[src/rtl/core/cpa_pkg.sv]
// Shared constants, codes and transaction types of the call profile accumulator.
`default_nettype none

package cpa_pkg;

    localparam int NUM_FUNCS  = 256;
    localparam int CALL_DEPTH = 64;

    localparam int FUNC_W  = 8;
    localparam int TS_W    = 64;
    localparam int CALLS_W = 32;
    localparam int STAT_W  = 3;
    localparam int REQ_W   = 2;
    localparam int DEPTH_W = 7;

    localparam int FUNC_AW = $clog2(NUM_FUNCS);
    localparam int STK_AW  = $clog2(CALL_DEPTH);
    localparam int TOP_W   = $clog2(CALL_DEPTH + 1);

    localparam int S_TDATA_W = ((FUNC_W + TS_W + 7) / 8) * 8;
    localparam int M_RES_W   = CALLS_W + 2 * TS_W + DEPTH_W;
    localparam int M_TDATA_W = ((M_RES_W + 7) / 8) * 8;

    localparam logic [CALLS_W-1:0] CALLS_MAX = '1;

    typedef enum logic [REQ_W-1:0] {
        EV_ENTER    = 2'd0,
        EV_EXIT     = 2'd1,
        EV_REGISTER = 2'd2,
        EV_INVALID  = 2'd3
    } t_req;

    typedef enum logic [STAT_W-1:0] {
        STAT_OK       = 3'd0,
        STAT_UNKNOWN  = 3'd1,
        STAT_INVALID  = 3'd2,
        STAT_NESTING  = 3'd3,
        STAT_OVERFLOW = 3'd4
    } t_status;

    typedef enum logic [2:0] {
        ST_IDLE,
        ST_CHK,
        ST_EXA,
        ST_EXB,
        ST_EXP,
        ST_OUT
    } t_state;

    typedef struct packed {
        logic [CALLS_W-1:0] calls;
        logic [TS_W-1:0]    incl;
        logic [TS_W-1:0]    child;
    } t_tbl_entry;

    typedef struct packed {
        logic               wr_en;
        logic [FUNC_AW-1:0] wr_addr;
        t_tbl_entry         wr_data;
        logic [FUNC_AW-1:0] rd_addr;
    } t_tbl_req;

    typedef struct packed {
        logic [FUNC_W-1:0] func;
        logic [TS_W-1:0]   start;
    } t_stk_entry;

    typedef struct packed {
        logic              wr_en;
        logic [STK_AW-1:0] addr;
        t_stk_entry        wr_data;
    } t_stk_req;

endpackage

`default_nettype wire

[src/rtl/core/cpa_path_stack.sv]
// Call-path stack memory: single port, registered read.
`default_nettype none

module cpa_path_stack (
    input  wire                   i_clk,
    input  cpa_pkg::t_stk_req     i_req,
    output cpa_pkg::t_stk_entry   o_rd_data
);

    cpa_pkg::t_stk_entry mem [cpa_pkg::CALL_DEPTH];
    cpa_pkg::t_stk_entry r_rd_data;

    always_ff @(posedge i_clk) begin
        if (i_req.wr_en) begin
            mem[i_req.addr] <= i_req.wr_data;
        end else begin
            r_rd_data <= mem[i_req.addr];
        end
    end

    assign o_rd_data = r_rd_data;

endmodule

`default_nettype wire

[config.mk]
export PLATFORM = sky130hd
export DESIGN_NAME = cpa_path_stack
export DESIGN_NICKNAME = d
export VERILOG_FILES = /design/src/rtl/core/cpa_pkg.sv /design/src/rtl/core/cpa_path_stack.sv
export SDC_FILE = /design/constraint.sdc
export NUM_CORES = 2
export LEC_CHECK = 0
export BUFFER_PORTS_ARGS = -buffer_cell sky130_fd_sc_hd__buf_2
export CELL_PAD_IN_SITES_DETAIL_PLACEMENT = 2
export CELL_PAD_IN_SITES_GLOBAL_PLACEMENT = 2
export CORE_UTILIZATION = 53
export CTS_CLUSTER_SIZE = 40
export DETAILED_ROUTE_END_ITERATION = 8
export HOLD_SLACK_MARGIN = 0.1
export PLACE_DENSITY = 0.89
export SKIP_CTS_REPAIR_TIMING = 1
export SLEW_MARGIN = 40
export SYNTH_ARGS = -nofsm -noshare
export SYNTH_HDL_FRONTEND = slang
export SYNTH_MEMORY_MAX_BITS = 65536
export SYNTH_SLANG_ARGS = --single-unit
[constraint.sdc]
create_clock -name i_clk -period 15 [get_ports i_clk]
set_input_delay 0.75 -clock i_clk [delete_from_list [all_inputs] [get_ports i_clk]]
set_output_delay 0.75 -clock i_clk [all_outputs]
set_load 0.02 [all_outputs]
==> results of run 1 <==
[metrics by stage]
step | setup slack, ps | area (sq um) | hold WS, ps
2_1_floorplan | 9220 | 176000 | 635
3_3_place_gp | 8900 | 181000 | 696
[logic make-up after synthesis]
logic type             synth area share
and+or+nand+nor                  0.0196
DFF                               0.800
buffers and inverters            0.0199
AOI/OAI and AO/OA                 0.123
muxes                            0.0369
==> load_flow_metrics.sql, run 1 <==
INSERT INTO impl_metrics (metric_group, metric, value, unit) VALUES
('yosys', 'syn_nets', '9727', ''),
('floorplan', 'boundaryPins', '152', ''),
('yosys', 'post_synthesis_register_bit_count', '4680', ''),
('run_status', 'outcome', 'did not finish', ''),
('yosys', 'synth-edff-count', '4680', ''),
('place', 'hpwl', '593000', 'um'),
('yosys', 'synth.top_cells.by_count', '4680 x sky130_fd_sc_hd__edfxtp_1, 814 x sky130_fd_sc_hd__a221oi_1, 731 x sky130_fd_sc_hd__a22oi_1', ''),
('run_status', 'error_message', '[ERROR DPL-0033] detailed placement checks failed during check placement.', ''),
('yosys', 'postSynth.topFlopCell', 'sky130_fd_sc_hd__edfxtp_1', ''),
('floorplan', 'fp.dieW', '578', 'um'),
('floorplan', 'initial_core_util', '0.535', ''),
('yosys', 'synth_cell_type_count', '69', ''),
('yosys', 'synth_top_cell_by_area', 'sky130_fd_sc_hd__edfxtp_1', ''),
('yosys', 'synth_cells', '9647', ''),
('place', 'gpl.final_weighted_congestion', '0.854', ''),
('yosys', 'synth_top_area_frac', '0.800', ''),
('run_status', 'stop_stage', 'detailed placement (3_5_place_dp)', ''),
('yosys', 'postSynthAreaPerCell', '18.2', 'sq um'),
('yosys', 'fraction_of_the_yosys_area_taken_by_sequential_cells', '0.800', ''),
('yosys', 'async_flop_share', '0', ''),
('yosys', 'synth.cell_area', '176000', 'sq um'),
('floorplan', 'placementRows', '210', ''),
('yosys', 'synthTopCellsByArea', 'sky130_fd_sc_hd__edfxtp_1 80%, sky130_fd_sc_hd__a221oi_1 4.1%, sky130_fd_sc_hd__a22oi_1 3.1%, sky130_fd_sc_hd__mux2i_1 2.1%, sky130_fd_sc_hd__o22ai_1 1.3%', ''),
('yosys', 'yosysMostFrequentCell', 'sky130_fd_sc_hd__edfxtp_1', ''),
('place', 'io_buffer_count', '151', ''),
('yosys', 'ys.warnings.count', '0', ''),
('floorplan', 'die_y', '578', 'um');
==> inputs of run 2 (changes only) <==
CELL_PAD_IN_SITES_DETAIL_PLACEMENT = not set   (was 2)
CELL_PAD_IN_SITES_GLOBAL_PLACEMENT = not set   (was 2)
CORE_UTILIZATION = 40   (was 53)
CTS_CLUSTER_SIZE = not set   (was 40)
HOLD_SLACK_MARGIN = not set   (was 0.1)
PLACE_DENSITY = not set   (was 0.89)
PLACE_DENSITY_LB_ADDON = 0.15   (was not set)
==> load_flow_metrics.sql, run 2 <==
INSERT INTO impl_metrics (metric_group, metric, value, unit) VALUES
('finish', 'flow.area_growth_from_synthesis', '14.0', '%'),
('clocking', 'clock_insertion_delay_worst_skew', '1030', 'ps'),
('power_and_ir_drop', 'internal-power', '21.4', 'mW'),
('finish', 'largest_register_ff_count', '4608', ''),
('drt', 'route.antenna.remaining_nets', '0', ''),
('clocking', 'clkTransAtPathRegs', '60', 'ps'),
('drt', 'route.met3.wl', '62600', 'um'),
('timing', 'tightestPinTransition', '953', 'ps'),
('clocking', 'cts_htree_levels', '5', ''),
('yosys', 'synth.cell_area', '176000', 'sq um'),
('finish', 'final_core_utilization', '0.460', ''),
('timing', 'fin_worst_hold_slack', '234', 'ps'),
('clocking', 'cts_buffers', '477', ''),
('power_and_ir_drop', 'static-leakage-power', '61.8', 'nW'),
('critical_path', 'cp-end-kind', 'register', ''),
('finish', 'most_frequent_cells_in_the_layout', '4680 x sky130_fd_sc_hd__edfxtp_1, 813 x sky130_fd_sc_hd__a221oi_1, 731 x sky130_fd_sc_hd__a22oi_1', ''),
('power_and_ir_drop', 'power_density', '138', 'nW/um^2'),
('clocking', 'ctsRootBufferMaster', 'sky130_fd_sc_hd__clkbuf_16', ''),
('timing', 'final.setup.tns', '0', 'ps'),
('floorplan', 'boundaryPins', '152', ''),
('timing', 'finalWorstPathRequiredPeriod', '4880', 'ps'),
('critical_path', 'timing.critical_path.arrival', '5740', 'ps'),
('yosys', 'synth_cells', '9647', ''),
('finish', 'largest-register', 'mem', ''),
('yosys', 'synth-edff-count', '4680', ''),
('power_and_ir_drop', 'clock_power_share', '0.420', ''),
('finish', 'design_area', '200000', 'sq um'),
('yosys', 'synth_cell_type_count', '69', ''),
('yosys', 'ys.warnings.count', '0', ''),
('yosys', 'post_synthesis_register_bit_count', '4680', ''),
('yosys', 'synth.top_cells.by_count', '4680 x sky130_fd_sc_hd__edfxtp_1, 814 x sky130_fd_sc_hd__a221oi_1, 731 x sky130_fd_sc_hd__a22oi_1', ''),
('grt', 'grt_pass1_vias', '100000', ''),
('yosys', 'postSynth.topFlopCell', 'sky130_fd_sc_hd__edfxtp_1', ''),
('grt', 'grt_usage', '0.281', ''),
('floorplan', 'fp.coreArea', '436000', 'sq um'),
('critical_path', 'timing.rr.start', 'mem[35][16]$_DFFE_PP_', ''),
('drt', 'drt_wl_total', '638000', 'um'),
('finish', 'layout_commonest_cell', 'sky130_fd_sc_hd__edfxtp_1', ''),
('grt', 'grt_max_degree', '116', ''),
('floorplan', 'initial_core_util', '0.403', ''),
('drt', 'first_iter_violations', '15100', ''),
('place', 'hpwl', '344000', 'um'),
('power_and_ir_drop', 'p_total', '27.7', 'mW'),
('power_and_ir_drop', 'combinational_share_of_power', '0.054', ''),
('grt', 'grt_overflow', '0', ''),
('place', 'dpl.cell_count', '15100', ''),
('drt', 'detail_route.vias_per_cell', '6.56', ''),
('timing', 'fmaxAchievable', '0.205', 'GHz'),
('drt', 'via_count', '105000', ''),
('drt', 'wirelength_met1', '253000', 'um'),
('timing', 'timing.final.crit_share', '0.325', ''),
('drt', 'avgRoutedWirePerCell', '39.7', 'um'),
('yosys', 'synth_top_area_frac', '0.800', ''),
('place', 'placement.setup.worst_slack', '9100', 'ps'),
('floorplan', 'placementRows', '242', ''),
('critical_path', 'critical_path.max_fanout', '77', ''),
('drt', 'dr.pass1.iters', '6', ''),
('finish', 'drive_gt1_frac', '0.148', ''),
('floorplan', 'fp.dieW', '665', 'um'),
('power_and_ir_drop', 'irDropWorstVdd', '109', 'uV'),
('timing', 'max-slew-margin-rel', '0.365', ''),
('floorplan', 'die_y', '665', 'um'),
('clocking', 'clock_path_buffers', '4', ''),
('finish', 'final_nets', '9978', ''),
('clocking', 'cts.sink_count', '4680', ''),
('clocking', 'cts_tree', 'done', ''),
('place', 'postPlaceCellArea', '185000', 'sq um'),
('grt', 'number_of_antenna_violations_at_the_first_check_in_global_routing', '63', ''),
('place', 'gpl.final_weighted_congestion', '0.802', ''),
('critical_path', 'timing.critical_path.from_type', 'input pin', ''),
('drt', 'top_signal_layer_used', 'met5', ''),
('yosys', 'syn_nets', '9727', ''),
('power_and_ir_drop', 'switching_share', '0.227', ''),
('critical_path', 'timing.critical_path.from', 'i_req[74]', ''),
('floorplan', 'floorplan.die_area', '442000', 'sq um'),
('finish', 'final_cells', '16100', ''),
('flow_run', 'maxCapViolCount', '0', ''),
('timing', 'finalHoldViolations', '0', ''),
('yosys', 'postSynthAreaPerCell', '18.2', 'sq um'),
('min_path', 'hold_path_startpoint', 'i_req[28]', ''),
('yosys', 'synth_top_cell_by_area', 'sky130_fd_sc_hd__edfxtp_1', ''),
('yosys', 'synthTopCellsByArea', 'sky130_fd_sc_hd__edfxtp_1 80%, sky130_fd_sc_hd__a221oi_1 4.1%, sky130_fd_sc_hd__a22oi_1 3.1%, sky130_fd_sc_hd__mux2i_1 2.1%, sky130_fd_sc_hd__o22ai_1 1.3%', ''),
('place', 'io_buffer_count', '151', ''),
('timing', 'grt_setup_unrepaired', 'false', ''),
('timing', 'final_critical_path_setup_slack', '10120', 'ps'),
('critical_path', 'critPathKind', 'in -> reg', ''),
('run_status', 'outcome', 'complete, no violations', ''),
('grt', 'grt_first_pass_wirelength', '862000', 'um'),
('power_and_ir_drop', 'part_of_the_power_in_registers', '0.526', ''),
('drt', 'routed-wl-met2', '295000', 'um'),
('min_path', 'timing.hold.worst.class', 'in -> reg', ''),
('timing', 'finalSetupViolCount', '0', ''),
('drt', 'route.detailed.drc', '0', ''),
('timing', 'finalMaxSlewViolations', '0', ''),
('critical_path', 'critPathRequiredTime', '15860', 'ps'),
('timing', 'setup_skew_after_layout', '59.7', 'ps'),
('yosys', 'fraction_of_the_yosys_area_taken_by_sequential_cells', '0.800', ''),
('yosys', 'async_flop_share', '0', ''),
('yosys', 'yosysMostFrequentCell', 'sky130_fd_sc_hd__edfxtp_1', ''),
('power_and_ir_drop', 'p_switching', '6.27', 'mW');
-- run 2: worst paths after layout --
check	endpoint	slack, ps	depth (start not counted)
min reg2reg	o_rd_data[28]$_DFFE_PN_	680	4
max reg2reg	o_rd_data[16]$_DFFE_PN_	12510	6
min	mem[60][28]$_DFFE_PP_	230	1
max	o_rd_data[14]$_DFFE_PN_	10120	11
-- run 2: layout make-up --
cell class	instances	area (sq um)
Multi-Input combinational cell	4204	32300
Tap cell	5734	7170
Sequential cell	4680	141000
Antenna cell	23	57.6
Clock buffer	602	12500
Inverter	5	46.3
Fill cell	36700	235000
Timing Repair Buffer	530	4950
Clock inverter	274	2580
-- run 2: per-layer routing --
metal,GRT usage,vias up
met3,0.0484,1161
met5,0,-
met1,0.392,56200
li1,-,41500
met2,0.442,6465
met4,0.106,6
-- run 2: power groups by stage --
stage,logic [mW],registers (mW),clock network (mW)
floorplan,0.687,14.8,0
global placement,1.44,14.9,0
detailed placement,1.47,14.9,0
CTS,1.47,14.6,11.7
global route,1.55,14.6,12.2
finish,1.49,14.6,11.6
-- run 2: critical path, stage by stage --
cell and delay (ps):
sky130_fd_sc_hd__buf_8 460, sky130_fd_sc_hd__buf_4 620, sky130_fd_sc_hd__inv_8 330, sky130_fd_sc_hd__buf_12 380, sky130_fd_sc_hd__nor2_4 610, sky130_fd_sc_hd__buf_8 280
sky130_fd_sc_hd__buf_4 740, sky130_fd_sc_hd__a22oi_1 150, sky130_fd_sc_hd__a31oi_1 640, sky130_fd_sc_hd__a2111oi_1 170, sky130_fd_sc_hd__nand3_1 110
-- run 2: cell families after synthesis --
group,after synthesis,share of synthesized area
DFF,4680,0.800
AOI/OAI and AO/OA,2885,0.123
buffers and inverters,763,0.0199
muxes,568,0.0369
and+or+nand+nor,751,0.0196
No activity file was read; power rests on OpenSTA's default activity.
